==> config.mk <==
export PLATFORM = sky130hd
export DESIGN_NAME = fsalu_ctrl
export DESIGN_NICKNAME = d
export VERILOG_FILES = /design/src/sv/fsalu_pkg.sv /design/src/sv/fsalu_ctrl.sv
export VERILOG_INCLUDE_DIRS = /design/src /design/src/sv
export SDC_FILE = /design/constraint.sdc
export NUM_CORES = 1
export LEC_CHECK = 0
export ABC_AREA = 1
export BUFFER_PORTS_ARGS = -buffer_cell sky130_fd_sc_hd__buf_2
export CORE_AREA = 2 2 39 41
export CTS_CLUSTER_SIZE = 8
export DETAILED_ROUTE_END_ITERATION = 10
export DIE_AREA = 0 0 41 43
export PLACE_DENSITY = 0.46
export SYNTH_ARGS = -nofsm -noshare
export SYNTH_HDL_FRONTEND = slang
export SYNTH_SLANG_ARGS = --single-unit
==> constraint.sdc <==
create_clock -name clk -period 1.1 [get_ports clk]
set_clock_uncertainty 0.05 [all_clocks]
set_input_delay 0.165 -clock clk [delete_from_list [all_inputs] [get_ports clk]]
set_output_delay 0.165 -clock clk [all_outputs]
set_load 0.1 [all_outputs]
==> src/sv/four_state_operator_alu_defines.svh <==
// Assertion macros for the four-state operator ALU.
// Used by the modules that carry concurrent checks.
`ifndef FOUR_STATE_OPERATOR_ALU_DEFINES_SVH
`define FOUR_STATE_OPERATOR_ALU_DEFINES_SVH
`ifndef SYNTHESIS
`define FSA_ASSERT(label, clk, rst_n, prop) \
    label: assert property (@(posedge clk) disable iff (!rst_n) prop) \
        else $error("assertion failed");
`define FSA_ASSERT_RST(label, clk, prop) \
    label: assert property (@(posedge clk) prop) else $error("assertion failed");
`else
`define FSA_ASSERT(label, clk, rst_n, prop)
`define FSA_ASSERT_RST(label, clk, prop)
`endif
`endif

==> src/sv/fsalu_pkg.sv <==
// Package for the four-state operator ALU: payload structs, command codes,
// controller states and the control and status structs. No dependencies.
package fsalu_pkg;

    localparam int DATA_WIDTH = 64;
    localparam int WIDTH_BITS = 7;
    localparam int COUNT_BITS = 6;

    typedef enum logic [5:0] {
        CMD_ADD = 6'd0, CMD_SUB = 6'd1, CMD_MUL = 6'd2, CMD_DIV = 6'd3,
        CMD_MOD = 6'd4, CMD_POW = 6'd5, CMD_AND = 6'd6, CMD_OR = 6'd7,
        CMD_XOR = 6'd8, CMD_SHL = 6'd9, CMD_ASHL = 6'd10, CMD_SHR = 6'd11,
        CMD_ASHR = 6'd12, CMD_EQ = 6'd13, CMD_CEQ = 6'd14, CMD_NE = 6'd15,
        CMD_CNE = 6'd16, CMD_WEQ = 6'd17, CMD_WNE = 6'd18, CMD_LT = 6'd19,
        CMD_GT = 6'd20, CMD_LE = 6'd21, CMD_GE = 6'd22, CMD_LAND = 6'd23,
        CMD_LOR = 6'd24, CMD_RAND = 6'd25, CMD_ROR = 6'd26, CMD_RXOR = 6'd27,
        CMD_RNAND = 6'd28, CMD_RNOR = 6'd29, CMD_RXNOR = 6'd30,
        CMD_NOT = 6'd31, CMD_LNOT = 6'd32, CMD_NEG = 6'd33
    } cmd_t;

    typedef struct packed {
        logic [5:0]            command;
        logic [DATA_WIDTH-1:0] lhs_value;
        logic [DATA_WIDTH-1:0] lhs_unknown;
        logic [WIDTH_BITS-1:0] lhs_width;
        logic                  lhs_signed;
        logic [DATA_WIDTH-1:0] rhs_value;
        logic [DATA_WIDTH-1:0] rhs_unknown;
        logic [WIDTH_BITS-1:0] rhs_width;
    } in_word_t;

    typedef struct packed {
        logic [DATA_WIDTH-1:0] result_value;
        logic [DATA_WIDTH-1:0] result_unknown;
        logic [WIDTH_BITS-1:0] result_width;
        logic                  result_signed;
    } out_word_t;

    typedef enum logic [2:0] {
        ST_IDLE, ST_PREP, ST_ITER, ST_MULT, ST_DONE
    } state_t;

    // Iterative operation kinds run on the shared unit.
    typedef enum logic [1:0] {
        IT_NONE, IT_MUL, IT_DIV, IT_POW
    } iter_t;

    typedef struct packed {
        logic  load;     // capture operands
        logic  prep;     // normalize and set up the unit
        logic  step;     // one iteration step
        logic  mstep;    // one partial-product step
        logic  finish;   // form the result word
    } ctrl_t;

    typedef struct packed {
        iter_t kind;
        logic  last;     // iteration counter at final step
        logic  mlast;    // last partial product of a multiply
        logic  mneed;    // current step needs a multiply
    } stat_t;

endpackage

==> src/sv/fsalu_ctrl.sv <==
// Controller state machine for the four-state operator ALU.
// Depends on fsalu_pkg and the assertion macro header.
`include "four_state_operator_alu_defines.svh"
module fsalu_ctrl
(
    input  logic               clk,
    input  logic               rst_n,
    input  logic               start,
    input  fsalu_pkg::stat_t   stat,
    output fsalu_pkg::ctrl_t   ctrl,
    output logic               busy,
    output logic               done
);

    fsalu_pkg::state_t state_reg, state_next;

    always_ff @(posedge clk or negedge rst_n)
    begin
        if (!rst_n)
        begin
            state_reg <= fsalu_pkg::ST_IDLE;
        end
        else
        begin
            state_reg <= state_next;
        end
    end

    always_comb
    begin
        state_next = state_reg;
        ctrl = '0;
        busy = 1'b1;
        done = 1'b0;
        unique case (state_reg)
            fsalu_pkg::ST_IDLE:
            begin
                busy = 1'b0;
                if (start)
                begin
                    ctrl.load = 1'b1;
                    state_next = fsalu_pkg::ST_PREP;
                end
            end
            fsalu_pkg::ST_PREP:
            begin
                ctrl.prep = 1'b1;
                state_next = (stat.kind == fsalu_pkg::IT_NONE) ? fsalu_pkg::ST_DONE
                                                                : fsalu_pkg::ST_ITER;
            end
            fsalu_pkg::ST_ITER:
            begin
                if (stat.mneed)
                begin
                    state_next = fsalu_pkg::ST_MULT;
                end
                else
                begin
                    ctrl.step = 1'b1;
                    if (stat.last)
                    begin
                        state_next = fsalu_pkg::ST_DONE;
                    end
                end
            end
            fsalu_pkg::ST_MULT:
            begin
                ctrl.mstep = 1'b1;
                if (stat.mlast)
                begin
                    state_next = fsalu_pkg::ST_ITER;
                end
            end
            fsalu_pkg::ST_DONE:
            begin
                ctrl.finish = 1'b1;
                done = 1'b1;
                state_next = fsalu_pkg::ST_IDLE;
            end
            default:
            begin
                state_next = fsalu_pkg::ST_IDLE;
            end
        endcase
    end

    `FSA_ASSERT(a_done_after_busy, clk, rst_n, done |-> $past(busy))
    `FSA_ASSERT(a_idle_after_done, clk, rst_n, done |=> !busy)
    `FSA_ASSERT(a_load_starts, clk, rst_n, ctrl.load |=> (state_reg == fsalu_pkg::ST_PREP))

endmodule

==> flow_summary.yaml, run 1 <==
cts:
  cts-buffers-inserted: 3
  clkLatencyLatePin_ns: 0.23
  tritoncts: "built"
  cts_root_buf: "clkbuf_4"
  path_clk_slew_ns: 0.04
  clk_path_buf_depth: 2
  htree_levels: 1
  clock-sinks: 3
final_layout:
  final_cell_mix: "nand2_1 (8), buf_2 (7), buf_12 (7), buf_4 (6)"
  ff_latch_area_um2: 78.83
  final_common_cell: "nand2_1"
  multi_input_area_um2: 226.5
  layout.nets: 77
  drive_above_1_share: 0.7059
  largest_reg_flops: 3
  areaGrowthSynthToFinish_pct: 169.9
  fillers: 137
  antenna_cells: 0
setup_path:
  cp-startpoint: "state_reg[1]"
  criticalPathCategory: "reg2out"
  crit_path_frequent_cell: "nor2_4"
  reg2regPathDepth: 7
  start_kind: "flip-flop"
  cp_slowest_cell: "dfrtp_2"
  path_max_fanout: 6
  worstPathRequired_ns: 0.88
  end_kind: "output port"
  regToRegStartpoint: "state_reg[0]"
  path_cells: "nor2_4 -> nand2_4 -> nor2_4 -> buf_12"
  r2r_end: "state_reg[2]"
  rrSetupSlack_ns: -0.18
  cpPeakStageDelay_ns: 0.49
  critPathArrivalTime_ns: 1.22
  crit_end: "ctrl[4]"
global_routing:
  antenna_found_initial: 0
  globalRoute.totalOverflow: 0
  grt_first_pass_wirelength_um: 1304
  grt_max_degree: 7
  grt_pass1_vias: 347
  track_usage: 0.1187
floorplan:
  row_count: 14
  core_area_mm2: 0.001384
  die_area_mm2: 0.001763
  start_util: 0.1772
  pin_count: 15
  die_y_um: 43
  die_w_um: 41
detailed_routing:
  wl_um: 726
  drtAntennaViolNets: 0
  via_per_inst: 3.929
  wl_per_cell_um: 8.643
  vias: 330
  drtIter0Drc: 4
  dr.pass1.iters: 2
  drcViolationCount: 0
min_path:
  hold_path.startpoint: "stat[1]"
  hold_path.class: "in2reg"
timing:
  worst_slack_ns: -0.3375
  max_freq_mhz: 695.6
  final.setup.tns_ns: -2.647
  setup_violations: 10
  finalHoldViolCount: 0
  timing.final.crit_share: 1.307
  relSlewSlack: 0.8274
  slew_viol_final: 0
  rsz0062_at_grt: "true"
  worst_pin_slew_ns: 0.2581
  layout_min_cycle_time_ns: 1.438
logic_synthesis:
  synth_cells: 39
  synth-seq-cells: 3
  yosysWarnings: 0
  avgSynthCellArea_um2: 6.288
  ys_types: 17
  synth_fp_nets: 47
  synth_top_family_by_area: "simple AND/OR/NAND/NOR gates"
  synth_xor_area_frac: 0
  ys_seq_area_frac: 0.3061
  synth_fa_ha_area_frac: 0
  synthMuxAreaShare: 0
  syn_area_um2: 245.2
  yosys.area_share.simple: 0.5459
  synth_compound_area_frac: 0.04082
placement:
  routabilityCongestion: 0.7954
  portBuffers: 14
  hpwlAfterDp_um: 527.2
status:
  violations: "setup timing"
  run_status: "finished, violations left"
run:
  max_cap_viol_count: 0
==> through the flow <==
stage | std cells | hold WS, ns | instance area (um2) | setup slack, ns | util
4_1_cts | 84 | 0.1987 | 640.6 | -0.3388 | 0.4629
3_5_place_dp | 74 | -0.08634 | 530.5 | -0.1728 | 0.3834
3_3_place_gp | 74 | -0.08868 | 530.5 | -0.1711 | 0.3834
5_1_grt | 84 | 0.2205 | 661.9 | -0.3857 | 0.4783
2_1_floorplan | 39 | -0.1806 | 310.3 | -0.7306 | -
6_report | 84 | 0.2024 | 661.9 | -0.3375 | 0.4783
==> Yosys cell counts <==
master,count,share of area
o21ai_0,1,0.020
clkinv_1,1,0.015
nand3_1,3,0.061
nor2_1,5,0.077
or2_1,1,0.026
dfrtp_1,3,0.31
inv_1,3,0.046
nor2_2,2,0.051
nand2_2,1,0.026
nor3_1,2,0.041
nor2_4,1,0.046
nand4_1,1,0.026
nand2_1,11,0.17
inv_2,1,0.015
a21oi_1,1,0.020
buf_4,1,0.031
and2_1,1,0.026
==> cells by family (layout without fill, tap and decap cells) <==
kind of cell	after synthesis	count (layout)
AO/OA/AOI/OAI	2	2
buffers and inverters	6	35
flip-flops	3	3
AND/OR/NAND/NOR	28	28
==> worst min path at each step <==
stage / end / depth (start not counted)
3_3_place_gp: state_reg[0] / 1
4_1_cts: state_reg[0] / 2
3_5_place_dp: state_reg[0] / 1
6_report: state_reg[1] / 4
2_1_floorplan: state_reg[0] / 0
5_1_grt: state_reg[2] / 2
==> per-layer routing <==
layer  vias up  part of all wire  track usage
li1        179                 -            -
met1       143              0.40       0.1262
met2         8              0.58       0.1719
met3         0             0.026      0.03141
met4         0                 0       0.1200
met5         -                 0            0
==> area by class of cell <==
| cell class | count | area share |
|---|---|---|
| tap | 16 | 0.03025 |
| clock buffer | 4 | 0.03970 |
| timing repair buffer | 26 | 0.4329 |
| inverter | 5 | 0.03592 |
| multi-input combinational | 30 | 0.3422 |
| sequential | 3 | 0.1191 |
==> what timing repair did <==
action,CTS,global route
hold endpoints to repair,3,0
endpoints found under the setup margin,10,10
resized for setup,9,7
pin swaps,7,6
hold buffers,1,0
buffers inserted,5,1
==> critical path, delay by kind of cell, from the launching register on <==
family | cells | cell delay [ns]
and+or+nand+nor | 3 | 0.32
DFF | 1 | 0.49
buffers and inverters | 1 | 0.18
Power of run 1 is not shown: default switching activity piles up to over one toggle a cycle in this logic, so the estimate is an artifact.
==> run 2, diff against run 1 <==
--- a/config.mk
+++ b/config.mk
@@ -7,12 +7,11 @@
 export NUM_CORES = 1
 export LEC_CHECK = 0
 export ABC_AREA = 1
-export BUFFER_PORTS_ARGS = -buffer_cell sky130_fd_sc_hd__buf_2
+export BUFFER_PORTS_ARGS = -buffer_cell sky130_fd_sc_hd__buf_4
 export CORE_AREA = 2 2 39 41
 export CTS_CLUSTER_SIZE = 8
 export DETAILED_ROUTE_END_ITERATION = 10
 export DIE_AREA = 0 0 41 43
-export PLACE_DENSITY = 0.46
 export SYNTH_ARGS = -nofsm -noshare
 export SYNTH_HDL_FRONTEND = slang
 export SYNTH_SLANG_ARGS = --single-unit
==> run 2 against run 1 <==
  * The flow still finishes with violations (setup timing)
  * Critical path depth decreased by 1
  * Global-route usage down 1.7 points
  * Worst hold slack lost 0.054 ns
  * Critical path type unchanged
==> flow_summary.yaml, run 2 (synthesis results as in run 1) <==
status:
  run_status: "finished, violations left"
  violations: "setup timing"
setup_path:
  regToRegStartpoint: "state_reg[1]"
  cp-startpoint: "state_reg[0]"
  reg2regPathDepth: 7
  start_kind: "flip-flop"
  criticalPathCategory: "reg2out"
  path_cells: "buf_6 -> nor3_4 -> buf_12"
  crit_family: "flip-flops"
  path_max_fanout: 4
  worstPathRequired_ns: 0.88
  cp_num_cells: 3
  cpPeakStageDelay_ns: 0.43
  end_kind: "output port"
  cp_slowest_cell: "dfrtp_2"
  critPathBufInv: 2
  rrSetupSlack_ns: -0.14
  critPathArrivalTime_ns: 1.27
  r2r_end: "state_reg[2]"
  crit_end: "done"
cts:
  cts_root_buf: "clkbuf_4"
  clock-sinks: 3
  path_clk_slew_ns: 0.04
  clkLatencyLatePin_ns: 0.23
  clk_path_buf_depth: 2
  cts-buffers-inserted: 3
  htree_levels: 1
  tritoncts: "built"
detailed_routing:
  via_per_inst: 4.000
  vias: 340
  drtAntennaViolNets: 0
  wl_um: 674
  drtIter0Drc: 1
  wl_per_cell_um: 7.929
  dr.pass1.iters: 4
  drcViolationCount: 0
timing:
  setup_violations: 10
  max_freq_mhz: 673.6
  finalHoldViolCount: 0
  rsz0062_at_grt: "true"
  worst_slack_ns: -0.3847
  relSlewSlack: 0.8284
  worst_pin_slew_ns: 0.2566
  slew_viol_final: 0
  hold_slack_ns: 0.1480
  timing.final.crit_share: 1.350
  layout_min_cycle_time_ns: 1.485
final_layout:
  antenna_cells: 0
  largest_reg_flops: 3
  final_common_cell: "buf_4"
  final_cells: 85
  areaGrowthSynthToFinish_pct: 173.5
  drive_above_1_share: 0.6667
  layout.nets: 78
  final_cell_mix: "buf_4 (14), nand2_1 (9), buf_12 (8), nor2_4 (4), buf_6 (4)"
floorplan:
  start_util: 0.1772
  row_count: 14
  core_area_mm2: 0.001384
  die_y_um: 43
  die_w_um: 41
  die_area_mm2: 0.001763
  pin_count: 15
placement:
  hpwlAfterDp_um: 550.5
  routabilityCongestion: 0.7257
  portBuffers: 14
  dp.cells: 78
run:
  max_cap_viol_count: 0
min_path:
  hold_path.class: "in2reg"
  min_delay_path_depth: 4
global_routing:
  track_usage: 0.1017
  grt_max_degree: 6
  antenna_found_initial: 0
  grt_pass1_vias: 323
  globalRoute.totalOverflow: 0
  grt_first_pass_wirelength_um: 1207
==> run 2: cell count changes in the layout (fill, tap and decap cells not counted), sizes merged <==
| cell | delta |
|---|---|
| buf | +1 |
==> run 2: how the worst min path moves through the flow <==
stage	start	end	slack, ns
finish	stat[1]	state_reg[0]	0.15
global route	stat[1]	state_reg[0]	0.17
CTS	stat[1]	state_reg[0]	0.16
detailed placement	rst_n	state_reg[0]	-0.1
global placement	rst_n	state_reg[0]	-0.09
floorplan	rst_n	state_reg[0]	-0.18
==> run 2: per-stage QoR <==
step / area, um2 / TNS, ns / setup WS, ns / utilization
floorplan: 310.3 / -4.044 / -0.7306 / -
CTS: 653.1 / -2.579 / -0.4129 / 0.4720
finish: 670.6 / -2.763 / -0.3847 / 0.4846
global placement: 503.0 / -1.395 / -0.1878 / 0.3635
global route: 670.6 / -3.302 / -0.4107 / 0.4846
detailed placement: 503.0 / -1.362 / -0.1896 / 0.3635
==> run 2: metal layers <==
| layer | up-vias | GRT usage | share of wire |
|---|---|---|---|
| li1 | 183 | - | - |
| met1 | 150 | 0.1136 | 0.39 |
| met5 | - | 0 | 0 |
| met2 | 7 | 0.1563 | 0.58 |
| met3 | 0 | 0.03665 | 0.028 |
| met4 | 0 | 0.06000 | 0 |
==> run 2: what timing repair did <==
item | in CTS | in global routing
pin swaps | 4 | 1
hold endpoints to repair | 3 | 0
buffers inserted | 0 | 2
gates resized for setup | 28 | 1
hold buffers | 1 | 0
endpoints found under the setup margin | 10 | 10
==> run 2: worst reg2reg max path, stage by stage, from the launching register on <==
cell and delay [ns]:
dfrtp_2 0.44, buf_4 0.14, nand2_2 0.06, nor2_4 0.14, nand2_2 0.06, nand2_1 0.07
nor2_2 0.04, and2_1 0.13
==> run 2: area by class of cell <==
cell class | instances | area, um2
fill | 139 | 713.2
timing repair buffer | 27 | 320.3
multi-input combinational | 30 | 203.9
sequential | 3 | 78.83
clock buffer | 4 | 26.28
inverter | 5 | 21.27
tap | 16 | 20.02
Power of run 2 is left out for the same reason.
